`config.mk`:
```
export PLATFORM = sky130hd
export DESIGN_NAME = palette_tint_blend_top
export DESIGN_NICKNAME = d
export VERILOG_FILES = /design/src/hw/rtl/ptb_pkg.sv /design/src/hw/rtl/ptb_valid.sv /design/src/hw/rtl/ptb_front.sv /design/src/hw/rtl/ptb_chan.sv /design/src/hw/rtl/palette_tint_blend_top.sv
export SDC_FILE = /design/constraint.sdc
export NUM_CORES = 2
export LEC_CHECK = 0
export ABC_AREA = 0
export BUFFER_PORTS_ARGS = -buffer_cell sky130_fd_sc_hd__buf_2
export CAP_MARGIN = 20
export CELL_PAD_IN_SITES_DETAIL_PLACEMENT = 0
export CELL_PAD_IN_SITES_GLOBAL_PLACEMENT = 1
export CORE_ASPECT_RATIO = 0.7
export CORE_MARGIN = 4
export CORE_UTILIZATION = 57
export DETAILED_ROUTE_END_ITERATION = 12
export GPL_ROUTABILITY_DRIVEN = 0
export GPL_TIMING_DRIVEN = 0
export HOLD_SLACK_MARGIN = 0.08
export PLACE_DENSITY_LB_ADDON = 0.1
export SYNTH_ARGS = -nofsm -noshare
export SYNTH_HDL_FRONTEND = slang
export SYNTH_SLANG_ARGS = --single-unit
```
`constraint.sdc`:
```
create_clock -name clock -period 16.6 [get_ports clock]
set_clock_uncertainty 0.1 [all_clocks]
set_input_delay 0.83 -clock clock [delete_from_list [all_inputs] [get_ports clock]]
set_output_delay 0.83 -clock clock [all_outputs]
set_load 0.1 [all_outputs]
```
`src/hw/rtl/ptb_pkg.sv`:
```
// Shared types and constants for the palette tint blend pipeline.
`default_nettype none

package ptb_pkg;

   localparam int NumStages    = 6;
   localparam int ScaleShift   = 9;
   localparam int ProdWidth    = 17;
   localparam int Div255Shift  = 8;
   localparam int DeltaWidth   = 16;
   localparam int MagWidth     = 15;
   localparam int Recip100Bits = 13;
   localparam int Recip100Shift = 19;
   localparam int QuotWidth    = 28;
   localparam int CsrIndexWidth = 3;
   localparam int CsrDataWidth  = 9;

   localparam logic [Recip100Bits-1:0] Recip100 = 13'd5243;

   typedef enum logic [CsrIndexWidth-1:0] {
      CsrTargetRed   = 3'd0,
      CsrTargetGreen = 3'd1,
      CsrTargetBlue  = 3'd2,
      CsrBlendPct    = 3'd3,
      CsrSkipA       = 3'd4,
      CsrSkipB       = 3'd5
   } ptb_csr_type;

   typedef struct packed {
      logic [7:0] entry_index;
      logic [7:0] red_in;
      logic [7:0] green_in;
      logic [7:0] blue_in;
      logic [7:0] flags_in;
   } ptb_req_type;

   typedef struct packed {
      logic [7:0] index_out;
      logic [7:0] red_out;
      logic [7:0] green_out;
      logic [7:0] blue_out;
      logic [7:0] flags_out;
   } ptb_rsp_type;

   typedef struct packed {
      logic [NumStages-1:0] load;
      logic [NumStages-1:0] valid;
   } ptb_ctrl_type;

   typedef struct packed {
      logic [7:0] index;
      logic [7:0] flags;
      logic       skip;
   } ptb_meta_type;

endpackage

`default_nettype wire

```
`src/hw/rtl/ptb_valid.sv`:
```
// Valid bits and per-stage load enables for the tint pipeline.
`default_nettype none

module ptb_valid (
   input  wire logic                 clock,
   input  wire logic                 reset,
   input  wire logic                 req_valid,
   input  wire logic                 rsp_stall,
   output ptb_pkg::ptb_ctrl_type     ctrl,
   output logic                      req_stall,
   output logic                      rsp_valid
);
   import ptb_pkg::*;

   logic [NumStages-1:0] valid_ff;
   logic [NumStages-1:0] valid_in;
   logic [NumStages-1:0] ready;

   always_comb begin
      ready[NumStages-1] = !valid_ff[NumStages-1] || !rsp_stall;
      for (int k = NumStages - 2; k >= 0; k--) begin
         ready[k] = !valid_ff[k] || ready[k+1];
      end
      for (int k = 0; k < NumStages; k++) begin
         if (ready[k]) begin
            valid_in[k] = (k == 0) ? req_valid : valid_ff[(k == 0) ? 0 : k - 1];
         end else begin
            valid_in[k] = valid_ff[k];
         end
      end
   end

   always_ff @(posedge clock) begin
      if (reset) begin
         valid_ff <= '0;
      end else begin
         valid_ff <= valid_in;
      end
   end

   assign ctrl.load  = ready;
   assign ctrl.valid = valid_ff;
   assign req_stall  = !ready[0];
   assign rsp_valid  = valid_ff[NumStages-1];

endmodule

`default_nettype wire

```
`src/hw/rtl/ptb_front.sv`:
```
// Channel sort and intensity stages of the tint pipeline.
`default_nettype none

module ptb_front (
   input  wire logic                 clock,
   input  wire ptb_pkg::ptb_ctrl_type ctrl,
   input  wire logic [7:0]           red_in,
   input  wire logic [7:0]           green_in,
   input  wire logic [7:0]           blue_in,
   output logic [7:0]                intensity
);
   import ptb_pkg::*;

   logic [7:0]           hi_a, md_a, hi_b, md_b, lo_b, hi_c, md_c;
   logic [7:0]           hi_ff;
   logic [8:0]           sum_ff;
   logic [7:0]           hi2_ff;
   logic [ProdWidth-1:0] prod_ff;
   logic [ProdWidth-1:0] prod_in;

   always_comb begin
      hi_a = (red_in < green_in) ? green_in : red_in;
      md_a = (red_in < green_in) ? red_in : green_in;
      md_b = (md_a < blue_in) ? blue_in : md_a;
      lo_b = (md_a < blue_in) ? md_a : blue_in;
      hi_b = hi_a;
      hi_c = (hi_b < md_b) ? md_b : hi_b;
      md_c = (hi_b < md_b) ? hi_b : md_b;
   end

   always_ff @(posedge clock) begin
      if (ctrl.load[0]) begin
         hi_ff  <= hi_c;
         sum_ff <= 9'(md_c) + 9'(lo_b);
      end
   end

   assign prod_in = ProdWidth'(sum_ff) * ProdWidth'(8'hff - hi_ff);

   always_ff @(posedge clock) begin
      if (ctrl.load[1]) begin
         hi2_ff  <= hi_ff;
         prod_ff <= prod_in;
      end
   end

   assign intensity = hi2_ff + 8'(prod_ff >> ScaleShift);

endmodule

`default_nettype wire

```
`src/hw/rtl/ptb_chan.sv`:
```
// Per-channel scale, blend, truncating divide and final add stages.
`default_nettype none

module ptb_chan (
   input  wire logic                 clock,
   input  wire ptb_pkg::ptb_ctrl_type ctrl,
   input  wire logic [7:0]           chan_in,
   input  wire logic [7:0]           target,
   input  wire logic [6:0]           percent,
   input  wire logic [7:0]           intensity,
   input  wire logic                 skip,
   output logic [7:0]                chan_out
);
   import ptb_pkg::*;

   logic [7:0]                  byte_ff [5];
   logic [15:0]                 x_ff;
   logic [16:0]                 x_adj;
   logic [7:0]                  scaled;
   logic signed [8:0]           diff;
   logic signed [7:0]           pct_s;
   logic signed [16:0]          prod_s;
   logic signed [DeltaWidth-1:0] delta_ff;
   logic [DeltaWidth-1:0]       mag_full;
   logic [MagWidth-1:0]         mag;
   logic [QuotWidth-1:0]        q_ff;
   logic                        neg_ff;
   logic [8:0]                  quo;
   logic [7:0]                  out_ff;

   always_ff @(posedge clock) begin
      if (ctrl.load[0]) begin
         byte_ff[0] <= chan_in;
      end
      for (int k = 1; k < 5; k++) begin
         if (ctrl.load[k]) begin
            byte_ff[k] <= byte_ff[k-1];
         end
      end
   end

   always_ff @(posedge clock) begin
      if (ctrl.load[2]) begin
         x_ff <= 16'(target) * 16'(intensity);
      end
   end

   always_comb begin
      x_adj  = 17'(x_ff) + 17'(x_ff >> Div255Shift) + 17'd1;
      scaled = x_adj[15:8];
      diff   = $signed({1'b0, scaled}) - $signed({1'b0, byte_ff[2]});
      pct_s  = $signed({1'b0, percent});
      prod_s = diff * pct_s;
   end

   always_ff @(posedge clock) begin
      if (ctrl.load[3]) begin
         delta_ff <= prod_s[DeltaWidth-1:0];
      end
   end

   always_comb begin
      mag_full = delta_ff[DeltaWidth-1] ? DeltaWidth'(-delta_ff) : DeltaWidth'(delta_ff);
      mag      = mag_full[MagWidth-1:0];
   end

   always_ff @(posedge clock) begin
      if (ctrl.load[4]) begin
         q_ff   <= QuotWidth'(mag) * QuotWidth'(Recip100);
         neg_ff <= delta_ff[DeltaWidth-1];
      end
   end

   assign quo = q_ff[Recip100Shift +: 9];

   always_ff @(posedge clock) begin
      if (ctrl.load[5]) begin
         if (skip) begin
            out_ff <= byte_ff[4];
         end else if (neg_ff) begin
            out_ff <= byte_ff[4] - quo[7:0];
         end else begin
            out_ff <= byte_ff[4] + quo[7:0];
         end
      end
   end

   assign chan_out = out_ff;

endmodule

`default_nettype wire

```
`src/hw/rtl/palette_tint_blend_top.sv`:
```
// Palette tint blend: top level with configuration registers and pipeline.
//
// Input channel req_*: one palette entry per transaction (index, red, green,
// blue, flags). Result channel rsp_*: one tinted entry per transaction, in
// order. Both use valid/stall; a transaction moves when valid is high and
// stall is low.
// Throughput is one entry per clock while rsp_stall is low, through the
// six-stage pipeline (sort, intensity multiply, target multiply, blend
// multiply, reciprocal divide, final add).
// Each stage holds its entry while the stage after it is full and blocked, so
// bubbles collapse and input is taken while a result waits on rsp_stall;
// req_stall rises only when all six stages hold entries and rsp_stall is high.
// csr_* writes a register by index: target red/green/blue, blend percent and
// two skip indexes (negative disables). Write only while the pipeline is empty.
// Synchronous reset empties the pipeline and restores targets and percent to
// zero and both skip indexes to -1.
`default_nettype none

module palette_tint_blend_top (
   input  wire logic                        clock,
   input  wire logic                        reset,
   input  wire logic                        req_valid,
   output logic                             req_stall,
   input  wire ptb_pkg::ptb_req_type        req_data,
   output logic                             rsp_valid,
   input  wire logic                        rsp_stall,
   output ptb_pkg::ptb_rsp_type             rsp_data,
   input  wire logic                        csr_wr_en,
   input  wire logic [ptb_pkg::CsrIndexWidth-1:0] csr_index,
   input  wire logic [ptb_pkg::CsrDataWidth-1:0]  csr_wdata
);
   import ptb_pkg::*;

   logic [7:0]   target_red_ff, target_green_ff, target_blue_ff;
   logic [6:0]   blend_pct_ff;
   logic [8:0]   skip_a_ff, skip_b_ff;
   ptb_ctrl_type ctrl;
   ptb_meta_type meta_ff [NumStages];
   ptb_meta_type meta_in;
   logic [7:0]   intensity;
   logic [7:0]   red_res, green_res, blue_res;

   always_ff @(posedge clock) begin
      if (reset) begin
         target_red_ff   <= '0;
         target_green_ff <= '0;
         target_blue_ff  <= '0;
         blend_pct_ff    <= '0;
         skip_a_ff       <= '1;
         skip_b_ff       <= '1;
      end else if (csr_wr_en) begin
         unique case (ptb_csr_type'(csr_index))
            CsrTargetRed:   target_red_ff   <= csr_wdata[7:0];
            CsrTargetGreen: target_green_ff <= csr_wdata[7:0];
            CsrTargetBlue:  target_blue_ff  <= csr_wdata[7:0];
            CsrBlendPct:    blend_pct_ff    <= csr_wdata[6:0];
            CsrSkipA:       skip_a_ff       <= csr_wdata;
            CsrSkipB:       skip_b_ff       <= csr_wdata;
            default: ;
         endcase
      end
   end

   always_comb begin
      meta_in.index = req_data.entry_index;
      meta_in.flags = req_data.flags_in;
      meta_in.skip  = (!skip_a_ff[8] && skip_a_ff[7:0] == req_data.entry_index) ||
                      (!skip_b_ff[8] && skip_b_ff[7:0] == req_data.entry_index);
   end

   always_ff @(posedge clock) begin
      if (ctrl.load[0]) begin
         meta_ff[0] <= meta_in;
      end
      for (int k = 1; k < NumStages; k++) begin
         if (ctrl.load[k]) begin
            meta_ff[k] <= meta_ff[k-1];
         end
      end
   end

   ptb_valid u_valid (
      .clock     (clock),
      .reset     (reset),
      .req_valid (req_valid),
      .rsp_stall (rsp_stall),
      .ctrl      (ctrl),
      .req_stall (req_stall),
      .rsp_valid (rsp_valid)
   );

   ptb_front u_front (
      .clock     (clock),
      .ctrl      (ctrl),
      .red_in    (req_data.red_in),
      .green_in  (req_data.green_in),
      .blue_in   (req_data.blue_in),
      .intensity (intensity)
   );

   ptb_chan u_red (
      .clock     (clock),
      .ctrl      (ctrl),
      .chan_in   (req_data.red_in),
      .target    (target_red_ff),
      .percent   (blend_pct_ff),
      .intensity (intensity),
      .skip      (meta_ff[4].skip),
      .chan_out  (red_res)
   );

   ptb_chan u_green (
      .clock     (clock),
      .ctrl      (ctrl),
      .chan_in   (req_data.green_in),
      .target    (target_green_ff),
      .percent   (blend_pct_ff),
      .intensity (intensity),
      .skip      (meta_ff[4].skip),
      .chan_out  (green_res)
   );

   ptb_chan u_blue (
      .clock     (clock),
      .ctrl      (ctrl),
      .chan_in   (req_data.blue_in),
      .target    (target_blue_ff),
      .percent   (blend_pct_ff),
      .intensity (intensity),
      .skip      (meta_ff[4].skip),
      .chan_out  (blue_res)
   );

   always_comb begin
      rsp_data.index_out = meta_ff[NumStages-1].index;
      rsp_data.flags_out = meta_ff[NumStages-1].flags;
      rsp_data.red_out   = red_res;
      rsp_data.green_out = green_res;
      rsp_data.blue_out  = blue_res;
   end

   a_stall_only_when_full: assert property (@(posedge clock) disable iff (reset)
      req_stall |-> (ctrl.valid == '1 && rsp_stall))
      else $error("input stalled with a free pipeline stage");

   a_count_kept: assert property (@(posedge clock) disable iff (reset)
      !$past(reset) |->
         ($countones(ctrl.valid) + $past(rsp_valid && !rsp_stall) ==
          $countones($past(ctrl.valid)) + $past(req_valid && !req_stall)))
      else $error("pipeline occupancy does not match transactions");

   a_tail_moves: assert property (@(posedge clock) disable iff (reset)
      (rsp_valid && !rsp_stall && ctrl.valid[NumStages-2]) |=> rsp_valid)
      else $error("queued entry did not advance to the output");

endmodule

`default_nettype wire
```
### Yosys cells after proc, flatten, opt, wreduce, memory -nomap -nowiden

Memories as Yosys holds them, arrays and structs flattened.
Cells that the tools add are included.

* output and inout port bits: 42
* memories kept: 4
* flip-flop bits (word level): 301
* bits in writable memories: 222
* logic and storage cells: 129
* bits of input ports: 57

* $lt $le $gt $ge: 3
* equal/unequal tests: 7
* $add $sub $neg: 21
* mux-type cells: 27
* multiply operators: 10
* reductions and logical operators: 26

Memories
* meta_ff: depth 6, bits a word 17, read ports 6, clocked after Yosys merged registers in 0, write ports 6, RTL line palette_tint_blend_top.sv:38 `ptb_meta_type meta_ff [NumStages];`
* u_blue.byte_ff: depth 5, bits a word 8, read ports 5, clocked after Yosys merged registers in 0, write ports 5, RTL line ptb_chan.sv:16 `logic [7:0] byte_ff [5];`
* u_green.byte_ff: depth 5, bits a word 8, read ports 5, clocked after Yosys merged registers in 0, write ports 5, RTL line ptb_chan.sv:16
* u_red.byte_ff: depth 5, bits a word 8, read ports 5, clocked after Yosys merged registers in 0, write ports 5, RTL line ptb_chan.sv:16

Operator list (count)
* 2-to-1 mux 8 bit: 12
* multiplier 15 x 13 -> 27 bit, second input constant: 3
* adder 16 x 1 -> 16 bit, second input constant: 3
* adder 16 x 8 -> 16 bit: 3
* multiplier 8 x 8 -> 16 bit: 3
* multiplier 9 x 8 -> 16 bit: 3
* 2-to-1 mux 15 bit: 3
* negation 15 bit: 3
* adder 8 bit: 4
* subtractor 8 x 8 -> 9 bit: 3
* less-than comparator 8 bit: 3
* subtractor 8 bit: 3
* multiplier 9 x 17 -> 17 bit: 1
* == test 8 bit: 2
* 2-to-1 mux 1 bit: 12
* AND reduction 2 bit: 6
* zero test 1 bit: 10
* adder 8 x 8 -> 9 bit: 1
* subtractor 8 x 8 -> 9 bit, first input constant: 1
* logical OR 1 bit: 7
* == test 3 x 2 -> 1 bit, second input constant: 2
* == test 3 bit, second input constant: 2
* == test 3 x 1 -> 1 bit, second input constant: 1
* zero test 3 bit: 1
* logical AND 1 bit: 2

### Longest topological paths before layout

* depth after elaboration: 9
* mapped depth: 35
* mapped depth without buffers: 35

### Hierarchy

A second synthesis with hierarchy kept.

* cells, all modules: 4326
* area total of the unflattened synthesis: 45808.9 um^2

Modules (own cells, without submodules)
* ptb_chan (u_red): seq. area each 2672.6 um^2, cells an instance 1172, area an instance 11966.5 um^2, times used 1
* ptb_chan (u_green): seq. area each 2672.6 um^2, cells an instance 1145, area an instance 11860.1 um^2, times used 1
* ptb_chan (u_blue): seq. area each 2672.6 um^2, cells an instance 1120, area an instance 11758.8 um^2, times used 1
* palette_tint_blend_top: seq. area each 4013.8 um^2, cells an instance 328, area an instance 5008.6 um^2, times used 1
* ptb_front: seq. area each 991.0 um^2, cells an instance 533, area an instance 4964.8 um^2, times used 1
* ptb_valid: seq. area each 120.1 um^2, cells an instance 28, area an instance 250.2 um^2, times used 1

### Least setup slack after synthesis

OpenSTA, ideal clock, no wires.

* kind: reg2reg
* start point: register u_green.x_ff[9]
* end point: register u_green.delta_ff[15] (data pin)
* stages on the path, launching flop included: 35
* data required time: 16.232 ns
* path slack: 9.284 ns
* library setup time: 0.268 ns
* period minus slack after synthesis: 7.316 ns
* path buffers: 1
* arrival: 6.949 ns
* path through: edfxtp_1 > ha_1 > o21a_1 > o21a_1 > o21a_1 > o21a_1 > o21ai_0 > a211o_1 > nor2b_1 > clkbuf_1 > xor2_1 > ha_1 > nor2b_1 > o21ai_0 > a21boi_0 > o21a_1 > nor2_1 > xnor2_1 > and2_1 > fa_1 > inv_1 > fa_1 > inv_1 > fa_1 > inv_1 > fa_1 > inv_1 > ha_1 > a21boi_1 > o21ai_0 > nand2b_1 > a21o_1 > a41o_1 > o41ai_1 > xnor2_1

* cells in the longest elaborated chain, start to end: 4

RTL lines
* from (decl): RTL line ptb_chan.sv:17 `logic [15:0] x_ff;`
* from (signal assigned): RTL line ptb_chan.sv:44 `x_ff <= 16'(target) * 16'(intensity);`
* adder 16 x 8 -> 16 bit: RTL line ptb_chan.sv:49 `x_adj = 17'(x_ff) + 17'(x_ff >> Div255Shift) + 17'd1;`
* adder 16 x 1 -> 16 bit: RTL line ptb_chan.sv:49
* subtractor 8 x 8 -> 9 bit: RTL line ptb_chan.sv:51 `diff = $signed({1'b0, scaled}) - $signed({1'b0, byte_ff[2]});`
* multiplier 9 x 8 -> 16 bit: RTL line ptb_chan.sv:53 `prod_s = diff * pct_s;`
* via u_green.prod_s[15]: RTL line ptb_chan.sv:22 `logic signed [16:0] prod_s;`
* to (signal assigned): RTL line ptb_chan.sv:58 `delta_ff <= prod_s[DeltaWidth-1:0];`
* to (decl): RTL line ptb_chan.sv:23 `logic signed [DeltaWidth-1:0] delta_ff;`

The timed path passes the listed nets, and every way through them passes these cells.
A chain may end at the register's enable or synchronous reset.

### Worst setup path after layout

* start point: register u_blue.x_ff[9]
* end point: register u_blue.delta_ff[15] (data pin)

* cells in the longest elaborated chain, start to end: 4

RTL lines (RTL line)
* from (decl): ptb_chan.sv:17
* from (signal assigned): ptb_chan.sv:44
* adder 16 x 8 -> 16 bit: ptb_chan.sv:49
* adder 16 x 1 -> 16 bit: ptb_chan.sv:49
* subtractor 8 x 8 -> 9 bit: ptb_chan.sv:51
* multiplier 9 x 8 -> 16 bit: ptb_chan.sv:53
* via u_blue.prod_s[15]: ptb_chan.sv:22
* to (signal assigned): ptb_chan.sv:58
* to (decl): ptb_chan.sv:23

The timed path passes the listed nets, and every way through them passes these cells.

==> results.py <==
metrics = {
    "floorplan": {
        "chipHeight_um": 244,
        "rows": 86,
        "die_x_um": 346,
        "die_area_um2": 84500,
        "core_area_um2": 78900,
        "io_pins": 99,
        "start_util": 0.577,
    },
    "logic_synthesis": {
        "yosys_register_bits": 456,
        "postSynthCellCount": 4326,
        "syn_nets": 5531,
        "synth-edff-count": 401,
        "synth.avg_cell_area_um2": 10.5,
        "ys_seq_area_frac": 0.289,
        "synth_ff_type": "edfxtp_1",
        "yosys_warnings": 0,
        "syn_area_um2": 45500,
        "synth_top_area_share": 0.265,
        "netlist_top_cells_area": "edfxtp_1 26%, fa_1 22%, ha_1 18%, inv_1 7.9%, xnor2_1 3.8%",
        "synth.distinct_cells": 76,
        "synthArstFlopShare": 0,
        "yosys.area.top_type": "edfxtp_1",
    },
    "clock_network": {
        "cts_buffer_depth": 3,
        "root_buffer": "clkbuf_16",
        "cts.sinks": 456,
        "cts-resized-gates": 0,
        "h-tree-depth": 2,
        "postCtsHoldBufs": 0,
        "cts_tree": "built",
        "insertion_delay_ps": 600,
        "cts.clk_slew.worst_paths_ps": 60,
        "post-cts-setup-buffer-count": 0,
        "cts_made_buffers": 45,
    },
    "worst_setup_path": {
        "worstRegToRegCells": 31,
        "r2r_slack_ps": 8400,
        "end_kind": "flip-flop",
        "r2r-end": "u_blue.delta_ff[15]$_DFFE_PP_",
        "crit_slowest_cell": "a2111oi_2",
        "critPathKind": "flip-flop to flip-flop",
        "critical_path_arrival_ps": 8450,
        "r2r_start": "u_blue.x_ff[9]$_DFFE_PP_",
        "critPathLaunch": "u_blue.x_ff[9]$_DFFE_PP_",
        "crit_end": "u_blue.delta_ff[15]$_DFFE_PP_",
        "start_kind": "flip-flop",
        "crit_required_ps": 16840,
        "path_max_fanout": 7,
        "critPathMaxStageDelay_ps": 600,
    },
    "power": {
        "p_clk_frac": 0.107,
        "combPwrFrac": 0.707,
        "powerDensity_nw_per_um2": 198,
        "seqPwrFrac": 0.186,
        "sw_frac_of_total": 0.488,
        "intPower_mw": 4.96,
        "ir_worst_vdd_mv": 0.331,
        "p_leak_nw": 24.6,
        "switching_power_mw": 4.74,
    },
    "place": {
        "dpl-instance-area_um2": 47400,
        "dpl_worst_slack_ps": 8480,
        "port_buffers": 97,
        "placed_cells": 5485,
        "dpl.hpwl_um": 80600,
    },
    "drt": {
        "wire_per_inst_um": 17.7,
        "dr.pass1.iters": 5,
        "drc": 0,
        "detail-route-antenna-nets": 0,
        "routed_wl_um": 98900,
        "via_per_inst": 5.20,
        "vias": 29000,
        "drtIter0Drc": 1728,
    },
    "timing": {
        "slew_violations": 0,
        "tightest_slew_ps": 1150,
        "layout_min_cycle_time_ps": 8200,
        "finalSetupViolations": 0,
        "holdWs_ps": 310,
        "layout_setup_ws_ps": 8400,
        "hold_violations": 0,
        "relSlewSlack": 0.232,
        "fmax_mhz": 122,
        "finalCritPeriodShare": 0.494,
        "tns_ps": 0,
        "grt_setup_unrepaired": "no",
    },
    "cells_and_area": {
        "fin_cells": 5572,
        "nets": 5682,
        "final_area_um2": 48900,
        "drive_gt1_frac": 0.0514,
        "syn2layout_area_growth_pct": 7.58,
    },
    "global_routing": {
        "grt_pass1_vias": 29300,
        "gr-total-overflow": 0,
        "grt_pass1_wl_um": 162000,
        "grt_max_degree": 73,
        "antenna_found_initial": 1,
        "gr-usage-all-layers": 0.243,
    },
    "run_status": {
        "run_status": "complete, no violations",
    },
    "run": {
        "maxCapViolCount": 0,
    },
    "worst_hold_path": {
        "hold_path.class": "input port to flip-flop",
    },
}
## per-layer routing
metal | global-route usage | vias up | part of all wire
li1 | - | 14200 | -
met1 | 0.389 | 14100 | 0.52
met2 | 0.347 | 591 | 0.40
met3 | 0.0429 | 100 | 0.060
met4 | 0.0500 | 0 | 0.020
met5 | 0 | - | 0
## stage by stage
stage / utilization / power, mW
5_1_grt: 0.620 / 10.9
6_report: 0.620 / 9.70
3_5_place_dp: 0.602 / 8.64
4_1_cts: 0.620 / 9.78
3_3_place_gp: 0.600 / 8.58
2_1_floorplan: - / 6.86
## flip-flops by register name, summed over array words and instances, names as in the netlist, 16 cells and up
signal / cells
u_blue.byte_ff: 40
u_blue.delta_ff: 16
u_red.byte_ff: 40
u_red.x_ff: 16
u_red.delta_ff: 16
u_green.delta_ff: 16
u_green.byte_ff: 40
meta_ff: 101
u_green.x_ff: 16
u_blue.x_ff: 16
## worst min-delay path by stage
stage                                  start                        to  slack, ps  depth (start not counted)
floorplan            meta_ff[0][0]$_DFFE_PN_   meta_ff[1][0]$_DFFE_PP_        300                          0
global placement     meta_ff[2][5]$_DFFE_PP_   meta_ff[3][5]$_DFFE_PP_        300                          0
detailed placement  meta_ff[1][14]$_DFFE_PP_  meta_ff[2][14]$_DFFE_PP_        300                          0
CTS                              req_data[1]   meta_ff[0][2]$_DFFE_PN_        260                          1
global route                     req_data[5]   meta_ff[0][6]$_DFFE_PN_        280                          1
finish                           req_data[1]   meta_ff[0][2]$_DFFE_PN_        310                          1
## cells in the mapped netlist (5+ instances only)
master     number
a21boi_0       13
a21o_1         29
a21oi_1       153
a31oi_1        14
and2_1        220
and3_1         22
buf_1           7
clkbuf_1       60
dfxtp_1        55
edfxtp_1      401
fa_1          509
ha_1          639
inv_1         954
mux2_2         11
mux2i_1        19
nand2_1       347
nand2b_1       69
nand3_1        32
nand3b_1       18
nand4_1        16
nor2_1        107
nor2b_1        64
nor3_1         28
o2111ai_1      10
o211a_1         5
o21a_1         24
o21ai_0       100
o21ai_1        10
o21bai_1       18
o31ai_1        14
o41ai_1         8
or2_2          10
or3_1          16
xnor2_1       199
xor2_1         56
## power groups by stage
| stage | registers, mW | logic (mW) | clock network (mW) |
|---|---|---|---|
| after floorplan | 1.98 | 4.88 | 0 |
| after global placement | 1.82 | 6.76 | 0 |
| after detailed placement | 1.82 | 6.82 | 0 |
| after CTS | 1.80 | 6.92 | 1.07 |
| after global routing | 1.83 | 7.97 | 1.11 |
| final | 1.80 | 6.86 | 1.04 |
## logic make-up (layout without fill, tap and decap cells)
logic type | after synthesis | count (layout) | share of synthesized area
flops | 456 | 456 | 0.289
simple gates | 975 | 975 | 0.109
mux | 31 | 31 | 0.00723
compound gates | 432 | 432 | 0.0598
fa+ha+maj | 1148 | 1148 | 0.400
buf+inv | 1027 | 1213 | 0.0852
other cells | 0 | 4 | 0
xor+xnor | 257 | 257 | 0.0498
## worst max-delay path, delay by kind of cell, from the launching register on
| family | cells | cell delay [ps] |
|---|---|---|
| DFF | 1 | 510 |
| buffers and inverters | 4 | 200 |
| and+or+nand+nor | 3 | 500 |
| adders and majority gates | 7 | 2960 |
| AOI/OAI and AO/OA | 14 | 2900 |
| xor gates and xnor gates | 3 | 780 |
## cells in the final DEF, fill, tap and decap left out, types with 6 or more instances in the layout
master       n
buf_1        7
mux2i_1     19
nand2b_1    69
nor3_1      28
clkbuf_16   47
and2_1     220
nand2_1    344
inv_1      952
nor2b_1     64
edfxtp_1   401
fa_1       509
clkinv_1     6
o21ai_1     10
nor2_1     107
o21ai_0    100
a21boi_0    13
o2111ai_1   10
nand4_1     16
a21o_1      29
or2_2       10
and3_1      22
o31ai_1     14
nand3b_1    18
xnor2_1    199
buf_2      102
or3_1       16
clkbuf_1    65
o41ai_1      8
mux2_2      11
dfxtp_1     55
ha_1       639
o21a_1      24
nand3_1     31
a21oi_1    153
o21bai_1    18
a31oi_1     14
xor2_1      56
## final cells by class
class | count | area (um^2)
fillers | 6582 | 29900
multi-input cells | 2843 | 28500
flip-flops and latches | 456 | 13100
inverters | 955 | 3590
well taps | 1056 | 1320
clock buffers | 53 | 1210
repair buffers | 104 | 606
plain buffers | 72 | 285
clock inverters | 29 | 265
diodes | 4 | 10.0
Power figures use the tool's default switching activity.
